<file path="config.mk">
export PLATFORM = sky130hd
export DESIGN_NAME = periodic_poll_deadline_scheduler_core_flat
export DESIGN_NICKNAME = d
export VERILOG_FILES = /design/src/hw/rtl/ppds_pkg.sv /design/src/hw/rtl/ppds_in_if.sv /design/src/hw/rtl/ppds_out_if.sv /design/src/hw/rtl/ppds_ram.sv /design/src/hw/rtl/periodic_poll_deadline_scheduler_core.sv /design/src/flat_wrapper.sv
export SDC_FILE = /design/constraint.sdc
export NUM_CORES = 2
export LEC_CHECK = 0
export BUFFER_PORTS_ARGS = -buffer_cell sky130_fd_sc_hd__buf_2
export CORE_ASPECT_RATIO = 1.25
export CORE_MARGIN = 5
export CORE_UTILIZATION = 65
export DETAILED_ROUTE_END_ITERATION = 12
export HOLD_SLACK_MARGIN = 0.05
export PLACE_DENSITY = 0.91
export REMOVE_ABC_BUFFERS = 1
export SLEW_MARGIN = 20
export SYNTH_ARGS = -nofsm -noshare
export SYNTH_HDL_FRONTEND = slang
export SYNTH_SLANG_ARGS = --single-unit
export TNS_END_PERCENT = 10
</file>
<file path="constraint.sdc">
create_clock -name clk -period 9.16 [get_ports clk]
set_clock_uncertainty 0.05 [all_clocks]
set_input_delay 0.458 -clock clk [delete_from_list [all_inputs] [get_ports clk]]
set_output_delay 0.458 -clock clk [all_outputs]
set_load 0.1 [all_outputs]
</file>
<file path="src/hw/rtl/ppds_pkg.sv">
// Shared types, constants and the control program of the poll deadline scheduler.
package ppds_pkg;

  localparam int CMD_W = 2;
  localparam int IDX_W = 4;
  localparam int IVL_W = 31;
  localparam int NOW_W = 32;
  localparam int OUT_W = 32;
  localparam int CFG_W = 5;
  localparam int STEP_W = 4;

  typedef enum logic [CMD_W-1:0] {
    CMD_LOAD    = 2'd0,
    CMD_START   = 2'd1,
    CMD_SELECT  = 2'd2,
    CMD_ADVANCE = 2'd3
  } cmd_t;

  // Datapath operation of one control word
  typedef enum logic [3:0] {
    OP_NONE,
    OP_LATCH,
    OP_RD_IDX,
    OP_LOAD,
    OP_START,
    OP_SCAN_RD,
    OP_SCAN_CMP,
    OP_DIV_INIT,
    OP_DIV_STEP,
    OP_ADVANCE,
    OP_EMIT
  } uop_t;

  // Sequencing of one control word
  typedef enum logic [2:0] {
    J_NEXT,
    J_GOTO,
    J_WAIT_IN,
    J_DISPATCH,
    J_SCAN_MORE,
    J_DIV_MORE,
    J_WAIT_OUT
  } jcond_t;

  typedef logic [STEP_W-1:0] step_t;

  typedef struct packed {
    uop_t   op;
    jcond_t jc;
    step_t  tgt;
  } uword_t;

  localparam step_t STEP_FETCH    = 4'd0;
  localparam step_t STEP_DISPATCH = 4'd1;
  localparam step_t STEP_LOAD     = 4'd2;
  localparam step_t STEP_START    = 4'd3;
  localparam step_t STEP_SCAN_RD  = 4'd4;
  localparam step_t STEP_SCAN_CMP = 4'd5;
  localparam step_t STEP_EMIT     = 4'd6;
  localparam step_t STEP_DIV_INIT = 4'd7;
  localparam step_t STEP_DIV      = 4'd8;
  localparam step_t STEP_ADV_WR   = 4'd9;

  // Control store
  function automatic uword_t prog(input step_t s);
    uword_t w;
    unique case (s)
      STEP_FETCH:    w = '{OP_LATCH,    J_WAIT_IN,   STEP_DISPATCH};
      STEP_DISPATCH: w = '{OP_RD_IDX,   J_DISPATCH,  STEP_FETCH};
      STEP_LOAD:     w = '{OP_LOAD,     J_GOTO,      STEP_EMIT};
      STEP_START:    w = '{OP_START,    J_GOTO,      STEP_EMIT};
      STEP_SCAN_RD:  w = '{OP_SCAN_RD,  J_NEXT,      STEP_FETCH};
      STEP_SCAN_CMP: w = '{OP_SCAN_CMP, J_SCAN_MORE, STEP_SCAN_RD};
      STEP_EMIT:     w = '{OP_EMIT,     J_WAIT_OUT,  STEP_FETCH};
      STEP_DIV_INIT: w = '{OP_DIV_INIT, J_NEXT,      STEP_FETCH};
      STEP_DIV:      w = '{OP_DIV_STEP, J_DIV_MORE,  STEP_DIV};
      STEP_ADV_WR:   w = '{OP_ADVANCE,  J_GOTO,      STEP_EMIT};
      default:       w = '{OP_NONE,     J_GOTO,      STEP_FETCH};
    endcase
    return w;
  endfunction

  // Entry step of each command
  function automatic step_t dispatch(input cmd_t c);
    step_t s;
    unique case (c)
      CMD_LOAD:    s = STEP_LOAD;
      CMD_START:   s = STEP_START;
      CMD_SELECT:  s = STEP_SCAN_RD;
      CMD_ADVANCE: s = STEP_DIV_INIT;
      default:     s = STEP_FETCH;
    endcase
    return s;
  endfunction

endpackage

</file>
<file path="src/hw/rtl/ppds_in_if.sv">
// Command channel: valid/ready handshake carrying one scheduler command.
interface ppds_in_if;
  logic                          valid;
  logic                          ready;
  logic [ppds_pkg::CMD_W-1:0]    command;
  logic [ppds_pkg::IDX_W-1:0]    point_id;
  logic [ppds_pkg::IVL_W-1:0]    interval_ticks;
  logic [ppds_pkg::NOW_W-1:0]    now_tick;

  modport source (output valid, command, point_id, interval_ticks, now_tick,
                  input ready);
  modport sink   (input valid, command, point_id, interval_ticks, now_tick,
                  output ready);
endinterface

</file>
<file path="src/hw/rtl/ppds_out_if.sv">
// Result channel: valid/ready handshake carrying one scheduler result.
interface ppds_out_if;
  logic                          valid;
  logic                          ready;
  logic [ppds_pkg::IDX_W-1:0]    selected_point;
  logic                          due;
  logic [ppds_pkg::OUT_W-1:0]    wait_ticks;
  logic [ppds_pkg::OUT_W-1:0]    deadline_value;

  modport source (output valid, selected_point, due, wait_ticks, deadline_value,
                  input ready);
  modport sink   (input valid, selected_point, due, wait_ticks, deadline_value,
                  output ready);
endinterface

</file>
<file path="src/hw/rtl/ppds_ram.sv">
// Generic single-write, single-read RAM with registered read data.
module ppds_ram #(
  parameter int WIDTH = 32,
  parameter int DEPTH = 16
) (
  input  logic                                   clk,
  input  logic                                   we,
  input  logic [(DEPTH > 1 ? $clog2(DEPTH) : 1)-1:0] waddr,
  input  logic [WIDTH-1:0]                       wdata,
  input  logic [(DEPTH > 1 ? $clog2(DEPTH) : 1)-1:0] raddr,
  output logic [WIDTH-1:0]                       rdata
);

  logic [WIDTH-1:0] mem [DEPTH];

  always_ff @(posedge clk) begin
    if (we) begin
      mem[waddr] <= wdata;
    end
    rdata <= mem[raddr];
  end

endmodule

</file>
<file path="src/hw/rtl/periodic_poll_deadline_scheduler_core.sv">
// Poll deadline scheduler: each command item gives one result item. A small control
// program steps a shared datapath, one control word per cycle, holding at a wait step
// while the input or output channel is not ready. Select does one table read and one
// compare per active point; advance runs a one-bit-per-cycle remainder loop. Start
// marks every deadline entry stale by clearing its valid bit; no clearing pass runs
// after reset. A new item is taken while a finished result still waits on the output
// register.
module periodic_poll_deadline_scheduler_core #(
  parameter int MAX_POINTS = 16,
  parameter int TICK_BITS  = 32
) (
  input  logic                         clk,
  input  logic                         rst_n,
  ppds_in_if.sink                      in_ch,
  ppds_out_if.source                   out_ch,
  input  logic                         cfg_wr_en,
  input  logic [ppds_pkg::CFG_W-1:0]   cfg_wr_data
);

  localparam int AW    = (MAX_POINTS > 1) ? $clog2(MAX_POINTS) : 1;
  localparam int CNT_W = $clog2(TICK_BITS + 1);
  localparam int IW    = ppds_pkg::IVL_W;
  localparam int CW    = ppds_pkg::CFG_W;

  ppds_pkg::uword_t uw;

  ppds_pkg::step_t             pc_r, pc_nxt;
  ppds_pkg::cmd_t              cmd_r, cmd_nxt;
  logic [ppds_pkg::IDX_W-1:0]  idx_r, idx_nxt;
  logic [IW-1:0]               ivl_r, ivl_nxt;
  logic [TICK_BITS-1:0]        now_r, now_nxt;
  logic [ppds_pkg::IDX_W-1:0]  sel_r, sel_nxt;
  logic [TICK_BITS-1:0]        dl_r, dl_nxt;
  logic [CW-1:0]               scan_r, scan_nxt;
  logic [IW-1:0]               step_r, step_nxt;
  logic [TICK_BITS-1:0]        shift_r, shift_nxt;
  logic [IW-1:0]               rem_r, rem_nxt;
  logic [CNT_W-1:0]            cnt_r, cnt_nxt;
  logic [CW-1:0]               active_r;
  logic [TICK_BITS-1:0]        base_r, base_nxt;
  logic [MAX_POINTS-1:0]       dvalid_r, dvalid_nxt;
  logic [MAX_POINTS-1:0]       ivalid_r, ivalid_nxt;
  logic                        rd_dval_r, rd_ival_r;
  logic                        out_valid_r, out_valid_nxt;
  logic [ppds_pkg::IDX_W-1:0]  out_sel_r, out_sel_nxt;
  logic                        out_due_r, out_due_nxt;
  logic [ppds_pkg::OUT_W-1:0]  out_wait_r, out_wait_nxt;
  logic [ppds_pkg::OUT_W-1:0]  out_dl_r, out_dl_nxt;

  logic                  in_acc;
  logic                  out_free;
  logic                  in_range;
  logic [AW-1:0]         idx_addr;
  logic [AW-1:0]         rd_addr;
  logic [TICK_BITS-1:0]  dram_q;
  logic [IW-1:0]         iram_q;
  logic [TICK_BITS-1:0]  rd_dl;
  logic [IW-1:0]         rd_ivl;
  logic                  dram_we;
  logic                  iram_we;
  logic [TICK_BITS-1:0]  new_dl;
  logic [IW-1:0]         ivl_wr;
  logic [TICK_BITS-1:0]  cmp_diff;
  logic                  earlier;
  logic [CW-1:0]         n_eff;
  logic                  scan_more;
  logic [IW:0]           rem_sh;
  logic [TICK_BITS-1:0]  late;
  logic [TICK_BITS-1:0]  ahead;

  assign uw        = ppds_pkg::prog(pc_r);
  assign in_ch.ready = (pc_r == ppds_pkg::STEP_FETCH);
  assign in_acc    = in_ch.valid && in_ch.ready;
  assign out_free  = !out_valid_r || out_ch.ready;
  assign in_range  = 32'(idx_r) < MAX_POINTS;
  assign idx_addr  = AW'(idx_r);
  assign rd_addr   = (uw.op == ppds_pkg::OP_SCAN_RD) ? AW'(scan_r) : idx_addr;

  // Stale or never-written entries read as their reset or start value
  assign rd_dl  = rd_dval_r ? dram_q : base_r;
  assign rd_ivl = rd_ival_r ? iram_q : IW'(1);

  // Whole intervals past now: new deadline is now - (elapsed mod step) + step
  assign new_dl = now_r - TICK_BITS'(rem_r) + TICK_BITS'(step_r);
  assign ivl_wr = (ivl_r == '0) ? IW'(1) : ivl_r;

  assign cmp_diff = dl_r - rd_dl;
  assign earlier  = (rd_dl != dl_r) && !cmp_diff[TICK_BITS-1];

  always_comb begin
    if (active_r == '0) begin
      n_eff = CW'(1);
    end else if (32'(active_r) > MAX_POINTS) begin
      n_eff = CW'(MAX_POINTS);
    end else begin
      n_eff = active_r;
    end
  end

  assign scan_more = ({1'b0, scan_r} + (CW + 1)'(1)) < {1'b0, n_eff};
  assign rem_sh    = {rem_r, shift_r[TICK_BITS-1]};
  assign late      = now_r - dl_r;
  assign ahead     = dl_r - now_r;

  assign dram_we = (uw.op == ppds_pkg::OP_ADVANCE) && in_range;
  assign iram_we = (uw.op == ppds_pkg::OP_LOAD) && in_range;

  ppds_ram #(.WIDTH(TICK_BITS), .DEPTH(MAX_POINTS)) u_dl_ram (
    .clk   (clk),
    .we    (dram_we),
    .waddr (idx_addr),
    .wdata (new_dl),
    .raddr (rd_addr),
    .rdata (dram_q)
  );

  ppds_ram #(.WIDTH(IW), .DEPTH(MAX_POINTS)) u_ivl_ram (
    .clk   (clk),
    .we    (iram_we),
    .waddr (idx_addr),
    .wdata (ivl_wr),
    .raddr (rd_addr),
    .rdata (iram_q)
  );

  always_comb begin
    pc_nxt        = pc_r;
    cmd_nxt       = cmd_r;
    idx_nxt       = idx_r;
    ivl_nxt       = ivl_r;
    now_nxt       = now_r;
    sel_nxt       = sel_r;
    dl_nxt        = dl_r;
    scan_nxt      = scan_r;
    step_nxt      = step_r;
    shift_nxt     = shift_r;
    rem_nxt       = rem_r;
    cnt_nxt       = cnt_r;
    base_nxt      = base_r;
    dvalid_nxt    = dvalid_r;
    ivalid_nxt    = ivalid_r;
    out_valid_nxt = out_valid_r && !out_ch.ready;
    out_sel_nxt   = out_sel_r;
    out_due_nxt   = out_due_r;
    out_wait_nxt  = out_wait_r;
    out_dl_nxt    = out_dl_r;

    unique case (uw.op)
      ppds_pkg::OP_LATCH: begin
        if (in_acc) begin
          cmd_nxt  = ppds_pkg::cmd_t'(in_ch.command);
          idx_nxt  = in_ch.point_id;
          ivl_nxt  = in_ch.interval_ticks;
          now_nxt  = TICK_BITS'(in_ch.now_tick);
          sel_nxt  = in_ch.point_id;
          scan_nxt = '0;
        end
      end
      ppds_pkg::OP_LOAD: begin
        dl_nxt = in_range ? rd_dl : '0;
        if (in_range) begin
          ivalid_nxt[idx_addr] = 1'b1;
        end
      end
      ppds_pkg::OP_START: begin
        base_nxt   = now_r;
        dvalid_nxt = '0;
        sel_nxt    = '0;
        dl_nxt     = now_r;
      end
      ppds_pkg::OP_SCAN_CMP: begin
        // First point seeds the minimum; ties keep the lower index
        if (scan_r == '0 || earlier) begin
          sel_nxt = ppds_pkg::IDX_W'(scan_r);
          dl_nxt  = rd_dl;
        end
        scan_nxt = scan_r + CW'(1);
      end
      ppds_pkg::OP_DIV_INIT: begin
        step_nxt  = rd_ivl;
        shift_nxt = now_r - rd_dl;
        rem_nxt   = '0;
        cnt_nxt   = CNT_W'(TICK_BITS);
      end
      ppds_pkg::OP_DIV_STEP: begin
        if (rem_sh >= {1'b0, step_r}) begin
          rem_nxt = IW'(rem_sh - {1'b0, step_r});
        end else begin
          rem_nxt = rem_sh[IW-1:0];
        end
        shift_nxt = {shift_r[TICK_BITS-2:0], 1'b0};
        cnt_nxt   = cnt_r - CNT_W'(1);
      end
      ppds_pkg::OP_ADVANCE: begin
        dl_nxt = in_range ? new_dl : '0;
        if (in_range) begin
          dvalid_nxt[idx_addr] = 1'b1;
        end
      end
      ppds_pkg::OP_EMIT: begin
        if (out_free) begin
          out_valid_nxt = 1'b1;
          out_sel_nxt   = sel_r;
          out_due_nxt   = !late[TICK_BITS-1];
          out_wait_nxt  = late[TICK_BITS-1] ? ppds_pkg::OUT_W'(ahead) : '0;
          out_dl_nxt    = ppds_pkg::OUT_W'(dl_r);
        end
      end
      default: begin
      end
    endcase

    unique case (uw.jc)
      ppds_pkg::J_NEXT:      pc_nxt = pc_r + ppds_pkg::STEP_W'(1);
      ppds_pkg::J_GOTO:      pc_nxt = uw.tgt;
      ppds_pkg::J_WAIT_IN:   pc_nxt = in_acc ? uw.tgt : pc_r;
      ppds_pkg::J_DISPATCH:  pc_nxt = ppds_pkg::dispatch(cmd_r);
      ppds_pkg::J_SCAN_MORE: pc_nxt = scan_more ? uw.tgt : pc_r + ppds_pkg::STEP_W'(1);
      ppds_pkg::J_DIV_MORE:  pc_nxt = (cnt_r != CNT_W'(1)) ? uw.tgt
                                                           : pc_r + ppds_pkg::STEP_W'(1);
      ppds_pkg::J_WAIT_OUT:  pc_nxt = out_free ? uw.tgt : pc_r;
      default:               pc_nxt = ppds_pkg::STEP_FETCH;
    endcase
  end

  always_ff @(posedge clk) begin
    if (!rst_n) begin
      pc_r        <= ppds_pkg::STEP_FETCH;
      active_r    <= CW'(1);
      base_r      <= '0;
      dvalid_r    <= '0;
      ivalid_r    <= '0;
      out_valid_r <= 1'b0;
    end else begin
      pc_r        <= pc_nxt;
      base_r      <= base_nxt;
      dvalid_r    <= dvalid_nxt;
      ivalid_r    <= ivalid_nxt;
      out_valid_r <= out_valid_nxt;
      if (cfg_wr_en) begin
        active_r <= cfg_wr_data;
      end
    end
  end

  always_ff @(posedge clk) begin
    cmd_r      <= cmd_nxt;
    idx_r      <= idx_nxt;
    ivl_r      <= ivl_nxt;
    now_r      <= now_nxt;
    sel_r      <= sel_nxt;
    dl_r       <= dl_nxt;
    scan_r     <= scan_nxt;
    step_r     <= step_nxt;
    shift_r    <= shift_nxt;
    rem_r      <= rem_nxt;
    cnt_r      <= cnt_nxt;
    rd_dval_r  <= dvalid_r[rd_addr];
    rd_ival_r  <= ivalid_r[rd_addr];
    out_sel_r  <= out_sel_nxt;
    out_due_r  <= out_due_nxt;
    out_wait_r <= out_wait_nxt;
    out_dl_r   <= out_dl_nxt;
  end

  assign out_ch.valid          = out_valid_r;
  assign out_ch.selected_point = out_sel_r;
  assign out_ch.due            = out_due_r;
  assign out_ch.wait_ticks     = out_wait_r;
  assign out_ch.deadline_value = out_dl_r;

  a_emit_only: assert property (@(posedge clk) disable iff (!rst_n)
    $rose(out_valid_r) |-> $past(pc_r) == ppds_pkg::STEP_EMIT)
    else $error("result raised outside the emit step");

  a_div_count: assert property (@(posedge clk) disable iff (!rst_n)
    (pc_r == ppds_pkg::STEP_DIV) |-> (cnt_r != '0))
    else $error("remainder loop ran past its bit count");

  a_start_clear: assert property (@(posedge clk) disable iff (!rst_n)
    (uw.op == ppds_pkg::OP_START) |=> (dvalid_r == '0 && dl_r == base_r))
    else $error("start left a deadline entry live");

endmodule

</file>
<file path="src/flat_wrapper.sv">
// flat-port wrapper written by rule: the top's interface ports become plain ports
module periodic_poll_deadline_scheduler_core_flat 
#(
  parameter int MAX_POINTS = 16,
  parameter int TICK_BITS  = 32
)
  (clk, rst_n, cfg_wr_en, cfg_wr_data, in_ch_valid, in_ch_command, in_ch_point_id, in_ch_interval_ticks, in_ch_now_tick, in_ch_ready, out_ch_valid, out_ch_selected_point, out_ch_due, out_ch_wait_ticks, out_ch_deadline_value, out_ch_ready);
  ppds_in_if in_ch_i ();
  ppds_out_if out_ch_i ();
  input  logic clk;
  input  logic rst_n;
  input  logic cfg_wr_en;
  input  logic [ppds_pkg::CFG_W-1:0] cfg_wr_data;
  input wire logic [$bits(in_ch_i.valid)-1:0] in_ch_valid;
  input wire logic [$bits(in_ch_i.command)-1:0] in_ch_command;
  input wire logic [$bits(in_ch_i.point_id)-1:0] in_ch_point_id;
  input wire logic [$bits(in_ch_i.interval_ticks)-1:0] in_ch_interval_ticks;
  input wire logic [$bits(in_ch_i.now_tick)-1:0] in_ch_now_tick;
  output wire logic [$bits(in_ch_i.ready)-1:0] in_ch_ready;
  output wire logic [$bits(out_ch_i.valid)-1:0] out_ch_valid;
  output wire logic [$bits(out_ch_i.selected_point)-1:0] out_ch_selected_point;
  output wire logic [$bits(out_ch_i.due)-1:0] out_ch_due;
  output wire logic [$bits(out_ch_i.wait_ticks)-1:0] out_ch_wait_ticks;
  output wire logic [$bits(out_ch_i.deadline_value)-1:0] out_ch_deadline_value;
  input wire logic [$bits(out_ch_i.ready)-1:0] out_ch_ready;
  assign in_ch_i.valid = in_ch_valid;
  assign in_ch_i.command = in_ch_command;
  assign in_ch_i.point_id = in_ch_point_id;
  assign in_ch_i.interval_ticks = in_ch_interval_ticks;
  assign in_ch_i.now_tick = in_ch_now_tick;
  assign in_ch_ready = in_ch_i.ready;
  assign out_ch_valid = out_ch_i.valid;
  assign out_ch_selected_point = out_ch_i.selected_point;
  assign out_ch_due = out_ch_i.due;
  assign out_ch_wait_ticks = out_ch_i.wait_ticks;
  assign out_ch_deadline_value = out_ch_i.deadline_value;
  assign out_ch_i.ready = out_ch_ready;
  periodic_poll_deadline_scheduler_core #(.MAX_POINTS(MAX_POINTS), .TICK_BITS(TICK_BITS)) u_core (.clk(clk), .rst_n(rst_n), .in_ch(in_ch_i), .out_ch(out_ch_i), .cfg_wr_en(cfg_wr_en), .cfg_wr_data(cfg_wr_data));
endmodule
</file>
==> metrics.md <==
| Metric | Value |
|---|---|
| Status | `completed` |
| Maximum net fanout on the critical path | `94` |
| Slew HR | `between 20% and 30%` |
| DIE AREA | `slightly above 100000 um^2` |
| Fin crit share | `55.24%` |
| DR WL/cell | `31.06 um` |
| Cell Pwr Density | `309.6 nW/um^2` |
| CTS root buf | `clkbuf_16` |
| Maximum clock frequency | `0.1976 GHz` |
| EDFF count, synth | `1287` |
| Die Height | `356.6 um` |
| Unrepaired setup endpoints after global routing | `no` |
| Met2 Use GR | `59.17%` |
| Via count | `roughly 40000` |
| Commonest non-fill, non-tap cell in the layout | `edfxtp_1` |
| Switching portion of total power | `34.25%` |
| Hold Fails Final Rpt | `0` |
| Sequential power share | `42.7%` |
| Library cells used by synthesis | `84` |
| Wire length of the first global-routing pass | `around 260 mm` |
| Syn. warnings | `0` |
| # port buffers | `149` |
| Hold Crit Start | `in_ch_now_tick[7]` |
| Antenna-violating nets left | `0` |
| DRC | `0` |
| Cell Count, Final, Fillers Out | `5750` |
| Sw Pwr | `between 7 and 8 mW` |
| Post-Syn Area | `around 62000 um^2` |
| Async S/R FF share, synth | `0%` |
| Die span in x | `287.3 um` |
| Max_cap viols | `0` |
| Hold Worst Slack | `0.3472 ns` |
| DRT Pass-1 Iters | `7` |
| Drt total wl | `178.6 mm` |
| CTS resizes | `0` |
| Worst vdd ir | `368.0 uV` |
| Total grt overflow | `0` |
| Post-DP HPWL | `100.3 mm` |
| Fin crit period | `5.060 ns` |
| CP cell instances | `nand2b_1 -> nor2_2 -> mux2i_4 -> buf_4 -> buf_12 -> mux4_2 -> and2_1 -> a211oi_1 -> a31oi_1` |
| Top_reg_cell synth | `edfxtp_1` |
| I/O pins | `150` |
| Slowest-stage cell, CP | `buf_4` |
| Vias in the first global route | `40490` |
| Antenna violations before repair | `2` |
| Worst Hold Path Cells | `2` |
| Post-synthesis instance total | `roughly 4100` |
| Initial Util | `65.32%` |
| Setup Buffers After CTS | `0` |
| DP Cell Count | `about 5400` |
| Measured slew at the worst slew-check pin | `1.170 ns` |
| Starting DRT DRC Count | `approximately 6300` |
| Largest net degree at the start of global routing | `133` |
| Comb pwr share | `between 30% and 40%` |
| Max stage delay on crit path | `0.69 ns` |
| Clk buf depth | `3` |
| Area grow syn2layout | `12.86%` |
| Static Leak | `24.76 nW` |
| Reg area | `41650 um^2` |
| Clock power frac | `26.8%` |
| Clock latency on the worst-skew pair | `0.76 ns` |
| GRT busiest layer | `met2` |
| Worst min-delay path class | `in2reg` |
| Worst Path Required | `9.69 ns` |
| Routability Congestion | `0.9694` |
| Multi-input logic area | `19700 um^2` |
| Register area share after synthesis | `66.66%` |
| Commonest non-fill, non-tap cells in the layout | `1287 x edfxtp_1, 370 x nand2_1, 260 x mux4_2, 202 x inv_1, 200 x ha_1` |
| Total design power | `~22 mW` |
| Slew Limit Fails | `0` |
| Flops & latches, synth | `1437` |
| Share of cells above drive strength 1 | `17.79%` |
| Crit. End Element | `flop` |
| Num CTS Buffers | `134` |
| Row count | `127` |
| CTS sink count | `1437` |
| Startpoint Class | `flop` |
| GR Util met1 | `40.84%` |
| Fin util | `73.72%` |
| Syn Area/Cell | `about 15 um^2` |
| Setup TNS | `0 ns` |
| H-tree levels | `4` |
| Internal power | `14.35 mW` |
| CTS tree | `yes` |
| Reg2Reg Launch Point | `u_core.uw[8]$_SDFF_PP0_` |
| Met3 usage | `6.754%` |
| Quantity of hold-fixing buffers added after cts | `82` |
| CORE AREA | `95660 um^2` |
| Critical path type | `reg2reg` |
| Crit path from | `u_core.uw[8]$_SDFF_PP0_` |
| Fillers | `around 5300` |
| Crit path arrival time | `approximately 5.6 ns` |
| R2R cell count | `9` |
| Final net count | `4659` |
| Setup-failing EPs final | `0` |
| CTS clock-pin slew for the worst setup and hold paths | `0.07 ns` |
| Vias/cell | `roughly 6.9` |
| GRT Total Usage | `34.79%` |
==> registers in the layout (all words and copies together) (netlist names), 11 cells and up <==
signal	count
u_core.base_r	32
u_core.dl_r	32
u_core.dvalid_r	16
u_core.ivalid_r	16
u_core.ivl_r	31
u_core.now_r	32
u_core.out_ch.deadline_value	32
u_core.out_ch.wait_ticks	32
u_core.rem_r	31
u_core.shift_r	32
u_core.step_r	31
u_core.u_dl_ram.mem	512
u_core.u_dl_ram.rdata	32
u_core.u_ivl_ram.mem	496
u_core.u_ivl_ram.rdata	31
u_core.uw	11
==> area by class of cell <==
class                           count  share of cell area [%]
Clock buffer                      160                   4.995
Tap cell                         1290                   2.289
Multi-Input combinational cell   2257                   27.94
Antenna cell                        2                0.007097
Inverter                          205                   1.093
Timing Repair Buffer              311                   3.149
Sequential cell                  1437                   59.06
Clock inverter                     88                   1.464
==> logic make-up after synthesis <==
| kind of cell | after synthesis | synth area share [%] |
|---|---|---|
| flops | 1437 | 66.66 |
| simple gates | 912 | 6.800 |
| compound gates | 703 | 7.419 |
| buf+inv | 396 | 2.481 |
| mux | 307 | 10.13 |
| fa+ha+maj | 234 | 5.094 |
| xor+xnor | 101 | 1.416 |
==> critical path, delay by kind of cell (launching register included) <==
family	cells	cell delay, ns
buf+inv	2	1.34
mux	2	1.30
simple gates	3	1.12
flops	1	0.49
compound gates	2	0.44
==> power groups by stage <==
stage               Combinational [mW]  Clock, mW  Sequential, mW
detailed placement                6.33          0            9.41
global route                      7.10       6.18            9.33
global placement                  6.05          0            9.36
floorplan                         5.20          0            9.07
CTS                               6.48       5.85            9.29
finish                            6.66       5.85            9.33
==> worst paths after layout <==
path / end / slack (ns)
setup reg to reg: u_core.u_ivl_ram.rdata[8]$_DFF_P_ / 4.10
setup / recovery: u_core.u_ivl_ram.rdata[8]$_DFF_P_ / 4.10
hold / removal: u_core.now_r[7]$_DFFE_PP_ / 0.35
hold reg to reg: u_core.out_ch.selected_point[2]$_DFFE_PP_ / 0.38
==> synthesized netlist by cell type, drive strengths merged, types with 34 or more instances <==
cell type,instances,share of area [%]
nor2,193,1.2
inv,205,1.2
a21oi,186,1.5
a211oi,87,1.0
fa,34,1.1
o21ai,105,0.85
nand2,370,2.2
xnor2,60,0.84
xor2,41,0.57
mux2i,44,0.70
mux4,260,9.4
a21o,69,0.83
edfxtp,1287,62
a31oi,75,0.75
and2,106,1.1
buf,50,0.40
nand3,43,0.34
clkbuf,141,0.85
o21a,41,0.49
nor3,38,0.31
ha,200,4.0
dfxtp,150,4.8
==> stage by stage <==
step / setup WS, ns / area (um^2)
final: 4.100 / 70520
after floorplan: -17.45 / 61700
after CTS: 4.166 / 70480
after global routing: 3.756 / 70510
after global placement: 4.518 / 65080
after detailed placement: 4.245 / 65100
==> routing by layer <==
layer	vias to the layer above	part of all wire, %
met2	3342	50
met4	4	8.1
met5	-	0.017
met3	840	11
met1	19590	31
li1	16170	-
(Power assumes the default switching activity.)
